$ cat src/hdl/mqm_pkg.sv
package mqm_pkg;

   // Default sizing of the mailbox
   localparam int DEF_MESSAGES      = 16;
   localparam int DEF_MESSAGE_BYTES = 32;

   // Fixed widths of the item fields
   localparam int WORD_BITS  = 64;
   localparam int DATA_BITS  = 4 * WORD_BITS;
   localparam int DATA_BYTES = DATA_BITS / 8;

   // Queue between front and back
   localparam int QUEUE_DEPTH = 2;
   localparam int QUEUE_PTR_W = 1;
   localparam int QUEUE_CNT_W = 2;

   // Item kinds
   localparam logic KIND_WRITE = 1'b0;
   localparam logic KIND_READ  = 1'b1;

   // Result status codes
   localparam logic [2:0] STATUS_OK       = 3'd0;
   localparam logic [2:0] STATUS_FULL     = 3'd1;
   localparam logic [2:0] STATUS_TOO_LONG = 3'd2;
   localparam logic [2:0] STATUS_EMPTY    = 3'd3;
   localparam logic [2:0] STATUS_ENDED    = 3'd4;

   typedef struct packed {
      logic                 kind;
      logic [7:0]           request_length;
      logic [7:0]           read_offset;
      logic [WORD_BITS-1:0] in_word0;
      logic [WORD_BITS-1:0] in_word1;
      logic [WORD_BITS-1:0] in_word2;
      logic [WORD_BITS-1:0] in_word3;
   } req_item_type;

   typedef struct packed {
      logic [2:0]           status;
      logic [5:0]           byte_count;
      logic [WORD_BITS-1:0] out_word0;
      logic [WORD_BITS-1:0] out_word1;
      logic [WORD_BITS-1:0] out_word2;
      logic [WORD_BITS-1:0] out_word3;
   } rsp_item_type;

   // Classified command passed from front to back
   typedef struct packed {
      logic                 kind;
      logic                 too_long;
      logic [7:0]           length;
      logic [7:0]           offset;
      logic [DATA_BITS-1:0] data;
   } cmd_type;

   typedef enum logic {
      BACK_IDLE,
      BACK_READ
   } back_state_type;

endpackage

$ cat src/hdl/mqm_front.sv
module mqm_front #(
   parameter int MESSAGE_BYTES = mqm_pkg::DEF_MESSAGE_BYTES
) (
   input  logic                  clock,
   input  logic                  reset,
   input  logic                  req_valid,
   output logic                  req_stall,
   input  mqm_pkg::req_item_type req_item,
   output logic                  cmd_valid,
   input  logic                  cmd_take,
   output mqm_pkg::cmd_type      cmd
);
   import mqm_pkg::*;

   cmd_type                q_ff [QUEUE_DEPTH];
   logic [QUEUE_PTR_W-1:0] wr_ptr_ff, wr_ptr_in;
   logic [QUEUE_PTR_W-1:0] rd_ptr_ff, rd_ptr_in;
   logic [QUEUE_CNT_W-1:0] count_ff, count_in;
   cmd_type                classified;
   logic                   push;
   logic                   pop;

   // Classify the incoming item
   always_comb begin
      classified.kind     = req_item.kind;
      classified.too_long = (req_item.request_length >= 8'(MESSAGE_BYTES));
      classified.length   = req_item.request_length;
      classified.offset   = req_item.read_offset;
      classified.data     = {req_item.in_word3, req_item.in_word2,
                             req_item.in_word1, req_item.in_word0};
   end

   assign req_stall = (count_ff == QUEUE_CNT_W'(QUEUE_DEPTH));
   assign push      = req_valid && !req_stall;
   assign cmd_valid = (count_ff != '0);
   assign pop       = cmd_take && cmd_valid;
   assign cmd       = q_ff[rd_ptr_ff];

   // Advance queue pointers
   always_comb begin
      wr_ptr_in = push ? wr_ptr_ff + 1'b1 : wr_ptr_ff;
      rd_ptr_in = pop ? rd_ptr_ff + 1'b1 : rd_ptr_ff;
      count_in  = count_ff;
      if (push && !pop) begin
         count_in = count_ff + 1'b1;
      end else if (pop && !push) begin
         count_in = count_ff - 1'b1;
      end
   end

   always_ff @(posedge clock) begin
      if (reset) begin
         wr_ptr_ff <= '0;
         rd_ptr_ff <= '0;
         count_ff  <= '0;
      end else begin
         wr_ptr_ff <= wr_ptr_in;
         rd_ptr_ff <= rd_ptr_in;
         count_ff  <= count_in;
      end
   end

   // Store the classified item
   always_ff @(posedge clock) begin
      if (push) begin
         q_ff[wr_ptr_ff] <= classified;
      end
   end

   a_queue_bound: assert property (@(posedge clock) disable iff (reset)
      count_ff <= QUEUE_CNT_W'(QUEUE_DEPTH))
      else $error("command queue over capacity");

endmodule

$ cat config.mk
export PLATFORM = sky130hd
export DESIGN_NAME = mqm_front
export DESIGN_NICKNAME = d
export VERILOG_FILES = /design/src/hdl/mqm_pkg.sv /design/src/hdl/mqm_front.sv
export SDC_FILE = /design/constraint.sdc
export NUM_CORES = 1
export LEC_CHECK = 0
export ABC_AREA = 1
export BUFFER_PORTS_ARGS = -buffer_cell sky130_fd_sc_hd__buf_2
export CAP_MARGIN = 25
export CORE_MARGIN = 3
export CORE_UTILIZATION = 35
export DETAILED_ROUTE_END_ITERATION = 16
export GPL_ROUTABILITY_DRIVEN = 1
export PLACE_DENSITY = 0.55
export SETUP_SLACK_MARGIN = 0.15
export SYNTH_ARGS = -nofsm -noshare
export SYNTH_HDL_FRONTEND = slang
export SYNTH_SLANG_ARGS = --single-unit
$ cat constraint.sdc
create_clock -name clock -period 31.8 [get_ports clock]
set_clock_uncertainty 0.1 [all_clocks]
set_input_delay 3.18 -clock clock [delete_from_list [all_inputs] [get_ports clock]]
set_output_delay 3.18 -clock clock [all_outputs]
set_load 0.05 [all_outputs]
# After elaboration in Yosys (flattened, before gate mapping)
# Memory sizes are Yosys's and may differ from the RTL's. A register that Yosys moved wholly into a read port is not among the register bits.
# Index checks and enable logic that the tools add are counted.
[word_totals]
regBits = 4
ramBits = 548
input_bits = 277
output_inout_bits = 276
word_cells = 25
mem_count = 1
[classes]
n_addsub = 4
n_lt_le_gt_ge = 1
n_eq_ne = 1
mux = 6
reduce_logical = 9
[memory_table]
columns = ["name", "words", "width", "read_ports", "rd_clocked_by_memory_dff", "write_ports", "line_no", "rtl"]
rows = [
  ["q_ff", 2, 274, 1, 1, 1, "mqm_front.sv:15", "cmd_type q_ff [QUEUE_DEPTH];"],
]
[op_table]
columns = ["cell", "n"]
rows = [
  ["greater-or-equal comparator 8 x 6 -> 1 bit, second input constant", 1],
  ["logical AND 1 bit", 4],
  ["two-way mux 1 bit", 4],
  ["two-way mux 2 bit", 2],
  ["nonzero test 2 bit", 2],
  ["logical NOT 1 bit", 3],
  ["adder 1 bit, second input constant", 2],
  ["adder 2 x 1 -> 2 bit, second input constant", 1],
  ["== test 2 bit, second input constant", 1],
  ["subtractor 2 x 1 -> 2 bit, second input constant", 1],
]

# Logic depth before layout (Yosys ltp)
# Gate-level depths: netlist of the first run.
[depth]
ltp_word = 7
depth_mapped = 10
depth_no_buf = 10

# Worst setup path before layout of the first run
# No wires, ideal clock.
[synth_timing]
path_type = "input-to-reg"
start = "in req_valid"
end = "mem q_ff[0][0] (netlist name), enable pin"
setup_ns = 0.916
t_arrival_ns = 14.680
required_time_ns = 30.784
setup_slack_ns = 16.104
stages = 2
path_buffers = 0
cell_sequence = "o21ai_0 nor2_1"
[synth_via]
elab_chain_len = 3
[synth_rtl]
columns = ["item", "line_no", "rtl"]
rows = [
  ["start: declaration", "mqm_front.sv:6", "input logic req_valid,"],
  ["logical AND 1 bit", "mqm_front.sv:34", "assign push = req_valid && !req_stall;"],
  ["two-way mux 1 bit", "mqm_front.sv:65", "if (push) begin"],
  ["two-way mux 1 bit (not written as such)", "mqm_front.sv:66", "q_ff[wr_ptr_ff] <= classified;"],
  ["end: declaration", "mqm_front.sv:15", ""],
]
# Every way passes these cells.

==> summary.txt, run 1 <==
Share of cells above drive strength 1 - 0.601
Slew @ Worst Pin - 1.01 ns
Setup TNS - 0 ns
CP endpoint - cmd[165]
Total GRT Usage - 0.144
Core Box Area - 0.0566 mm2
Synth unique cells - 14
Leak Pwr - 9.32 nW
Initial Utilization - 0.355
Vias in the first global route - 10800
Mapped Area - 0.0201 mm2
Top post-synthesis cells by area - edfxtp_1, mux2_2, buf_6
Routed WL - 45.5 mm
Reg-to-Reg End - q_ff[1][153]$_DFFE_PP_
Final layout net count - 1760
Clk slew on worst S/H paths - 0.06 ns
Syn Area/Cell - 22.6 um2
First-pass GRT wire length - 65.9 mm
Initial antenna violation count - 17
Worst vdd ir - 0.0674 mV
Inserted Clock Buffers - 57
Unrepaired setup endpoints after global routing - false
IO Pins - 553
DRT Pass-1 Iters - 6
Gr ovfl total - 0
Critical path arrival - 3.03 ns
Final Slew Violations - 0
Seq cells post-synth - 553
Ys async rst share - 0
Worst Hold Class - flop to flop
Max Fclk - 158 MHz
Critical path endpoint category - output port
Post-synthesis sequential area ratio - 0.823
Clock latency on the worst-skew pair - 0.58 ns
Largest net degree at the start of global routing - 129
Vias - 10300
Syn Nets - 1168
Post-DRT Antenna Nets - 0
Clk Tree Root Cell - clkbuf_16
Clock sinks - 553
Synth area leader - edfxtp_1
Utilization after layout - 0.449
Die H - 246 um
EDFF count, synth - 548
Post-route clock period utilization - 0.199
CP required - 28.52 ns
Vias per inst - 4.51
Reported max-cap violation count - 0
H-tree lvl count - 2
Fillers - 5019
CP Launch Type - flop
DP HPWL - 30.8 mm
Drt initial violations - 502
Crit-path max FO - 73
Final setup viols - 0
Worst r2r src - count_ff[1]$_SDFFE_PP0P_
Ys Warns - 0
PortBufs - 552
CTS Hold Bufs - 0
# rows - 87
Status - finished clean
Area growth syn-to-layout - 26.3%
CTS tree - done
Final Hold Viols - 0
Crit Path Class - flop to output port
Post-CTS Setup Inserts - 0
DRC errors left - 0
Placer's final routability congestion estimate - 0.770
R2R setup slack - 28.40 ns
Synth top cells by count - edfxtp_1, mux2_2, buf_6, inv_1, nor2_1
Synth top area share - 0.818
Full die area - 0.0604 mm2
Count leader, synth - edfxtp_1
Reg2reg path depth - 5
Synth Instances - 890
PwrDens - 90.8 mW/mm2
Die width - 246 um
Ys flop type - edfxtp_1
Routed WL per cell - 19.8 um
CTS max path bufs - 3
Post-route minimum period - 6.31 ns
Resize count post-CTS - 0
Slew headroom - 0.329
[registers in the layout, summed over array words and instances (netlist names), named ones only]
register and flops:
wr_ptr_ff 1, count_ff 2, q_ff 548, rd_ptr_ff 1
[critical path, stage by stage (launching register included)]
cell and delay [ns]:
dfxtp_4 0.56, buf_16 0.31, buf_4 0.79, mux2_2 0.43, buf_2 0.21
[how the worst min path moves through the flow]
stage	to	slack, ns	cells past startpoint	from
after CTS	flop	0.40	2	rd_ptr_ff$_SDFFE_PP0P_
after global routing	flop	0.42	2	rd_ptr_ff$_SDFFE_PP0P_
after global placement	rd_ptr_ff$_SDFFE_PP0P_	0.38	2	rd_ptr_ff$_SDFFE_PP0P_
after floorplan	flop	0.36	2	rd_ptr_ff$_SDFFE_PP0P_
after detailed placement	flop	0.39	2	rd_ptr_ff$_SDFFE_PP0P_
final	rd_ptr_ff$_SDFFE_PP0P_	0.41	2	rd_ptr_ff$_SDFFE_PP0P_
[per-stage QoR]
stage                     worst slack, ns  area, um2  hold slack (ns)  cells  total power (W)
after floorplan                     16.10      20100            0.365    890          0.00159
after global placement              25.52      23600            0.382   2178          0.00170
after detailed placement            25.54      23600            0.387   2178          0.00171
after CTS                           25.12      25300            0.402   2281          0.00234
after global routing                25.31      25400            0.421   2292          0.00240
final                               25.49      25400            0.406   2295          0.00231
[layer usage]
metal,track usage,routed length [um],part of all wire,vias up
li1,-,-,-,4765
met1,0.164,17100,0.38,5163
met2,0.250,23700,0.52,321
met3,0.0471,3350,0.073,87
met4,0.0610,1350,0.030,8
met5,0,49,0.0011,-
[layout make-up]
| cell class | instances | area, um2 | area share |
|---|---|---|---|
| timing repair buffer | 563 | 2880 | 0.113 |
| clock inverter | 33 | 264 | 0.0104 |
| clock buffer | 70 | 1480 | 0.0581 |
| sequential | 553 | 16600 | 0.652 |
| tap | 756 | 946 | 0.0372 |
| inverter | 8 | 30.0 | 0.00118 |
| multi-input combinational | 299 | 3220 | 0.127 |
| antenna | 13 | 32.5 | 0.00128 |
[report_power, final]
part / internal, W / switching (W)
Clock: 0.000354 / 0.000268
Combinational: 0.000187 / 0.000551
Sequential: 0.000923 / 0.0000230
Total: 0.00146 / 0.000842
[cell usage in the layout, fill, tap and decap left out, types with 4 or more instances in the layout]
master	instances
mux2_2	274
buf_2	552
diode_2	13
clkinv_2	8
inv_1	8
edfxtp_1	548
nand2_1	7
clkinv_1	13
clkbuf_1	13
nor2_1	6
buf_4	9
clkbuf_16	57
clkinvlp_4	4
dfxtp_1	4
[cells by family after synthesis]
kind of cell | synth area share
adder cells (fa/ha/maj) | 0.000622
multiplexers | 0.153
flip-flops | 0.823
AO/OA/AOI/OAI | 0.00124
AND/OR/NAND/NOR | 0.00392
buffers and inverters | 0.0180
Power figures use the tool's default switching activity.
==> inputs of run 2 (changes only) <==
PLACE_DENSITY = 0.57   (was 0.55)
clock period = 5.4 ns   (was 31.8 ns; I/O delays follow)
==> run 2 against run 1 <==
Net effect:
- utilization up 1.7 points
- combinational power increased to 6.0 times the previous value
- highest routed layer unchanged
- critical path depth shrank 1
- sequential power grew to 5.9 times the previous value
- global-route usage is 0.55 points higher
==> summary.txt, run 2 (synthesis gave the netlist of run 1 again) <==
Post-route clock period utilization - 0.622
Place WS - 2.59 ns
First-pass GRT wire length - 68.6 mm
Area growth syn-to-layout - 30.9%
Routed WL - 46.9 mm
Slew headroom - 0.396
Logic pwr share - 0.323
Post-DRT Antenna Nets - 0
DP HPWL - 32.5 mm
Status - finished clean
Routed WL per cell - 19.7 um
Final setup margin - 2.04 ns
DP Area - 0.0238 mm2
Reg power frac - 0.409
M3 GR Usage - 0.0437
Worst vdd ir - 0.284 mV
Total GRT Usage - 0.150
Clock sinks - 553
Vias per inst - 4.50
Die H - 246 um
PortBufs - 552
Clk slew on worst S/H paths - 0.06 ns
Full die area - 0.0604 mm2
Slew @ Worst Pin - 0.904 ns
DRC errors left - 0
Post-CTS Setup Inserts - 0
Critical path arrival - 2.72 ns
Max reg flops - 548
PwrDens - 520 mW/mm2
Leak Pwr - 9.73 nW
Unrepaired setup endpoints after global routing - false
Die width - 246 um
Vias in the first global route - 11600
IO Pins - 553
Most frequent cells in the layout - buf_2, edfxtp_1, mux2_2
Crit-path max FO - 86
Crit Path Class - flop to output port
Final Hold Slack - 0.0478 ns
Inserted Clock Buffers - 57
Initial antenna violation count - 9
CP required - 4.76 ns
Int Power - 0.00873 W
DRT Pass-1 Iters - 4
Final Hold Viols - 0
Worst Hold Class - primary input to flop
Share of cells above drive strength 1 - 0.574
CTS tree - done
Utilization after layout - 0.465
# rows - 87
M2 GR Usage - 0.270
Regs by FF count - q_ff x548, count_ff x2
Clock latency on the worst-skew pair - 0.58 ns
Grt met1 use - 0.166
Max Fclk - 298 MHz
CP cell instances - buf_12 -> mux2_2 -> buf_2
Largest net degree at the start of global routing - 87
Biggest register - q_ff
Placer's final routability congestion estimate - 0.779
Post-route minimum period - 3.36 ns
CTS max path bufs - 3
Critical path endpoint category - output port
Most common cell after layout, fill and taps aside - buf_2
Final layout net count - 1848
Crit-path leading delay family - flip-flops
Buf/Inv on CP - 2
Reported max-cap violation count - 0
Vias - 10700
Setup TNS - 0 ns
Crit-path max cell delay - 0.90 ns
Clk Tree Root Cell - clkbuf_16
Clk pwr share - 0.269
Drt initial violations - 468
Core Box Area - 0.0566 mm2
Gr ovfl total - 0
Resize count post-CTS - 0
Initial Utilization - 0.355
H-tree lvl count - 2
Final Slew Violations - 0
Slowest stage cell, crit path - dfxtp_4
CP Launch Type - flop
Sw Pwr - 0.00496 W
Final setup viols - 0
Switching Fraction - 0.362
Post-route cell area - 0.0263 mm2
GRT busiest layer - met2
==> run 2: stage by stage <==
step / cells / total power [W]
2_1_floorplan: 890 / 0.00913
3_3_place_gp: 2188 / 0.0101
3_5_place_dp: 2188 / 0.0101
4_1_cts: 2370 / 0.0139
5_1_grt: 2375 / 0.0143
6_report: 2377 / 0.0137
==> run 2: power groups by stage <==
stage	clock, W	combinational, W	sequential (W)
3_5_place_dp	0	0.00442	0.00570
4_1_cts	0.00381	0.00448	0.00561
3_3_place_gp	0	0.00441	0.00568
5_1_grt	0.00398	0.00463	0.00565
2_1_floorplan	0	0.00345	0.00568
6_report	0.00368	0.00442	0.00560
==> run 2: path summary, 6_finish.rpt <==
path                                 start                     end  slack [ns]  cells past startpoint
setup / recovery                      flop                cmd[133]        2.04                      3
hold / removal               req_item[224]   q_ff[0][32]$_DFFE_PP_        0.05                      1
setup reg to reg  count_ff[1]$_SDFFE_PP0P_  q_ff[0][135]$_DFFE_PP_        3.03                      5
hold reg to reg     rd_ptr_ff$_SDFFE_PP0P_                    flop        0.41                      2
==> run 2: cell type report <==
| cell class | count | area, um2 |
|---|---|---|
| Inverter | 8 | 30.0 |
| Sequential cell | 553 | 16600 |
| Multi-Input combinational cell | 299 | 3220 |
| Clock buffer | 73 | 1530 |
| Clock inverter | 31 | 235 |
| Timing Repair Buffer | 651 | 3800 |
| Fill cell | 4954 | 30300 |
| Tap cell | 756 | 946 |
| Antenna cell | 6 | 15.0 |
==> run 2: repair_timing <==
item	in CTS	in global routing
endpoints found under the hold margin	147	2
hold buffers	78	1
endpoints found under the setup margin	0	0
==> run 2: per-layer routing <==
| metal | vias to the layer above | routed length, um |
|---|---|---|
| met1 | 5337 | 17400 |
| li1 | 4914 | - |
| met2 | 343 | 24800 |
| met5 | - | 55 |
| met3 | 92 | 3160 |
| met4 | 8 | 1460 |
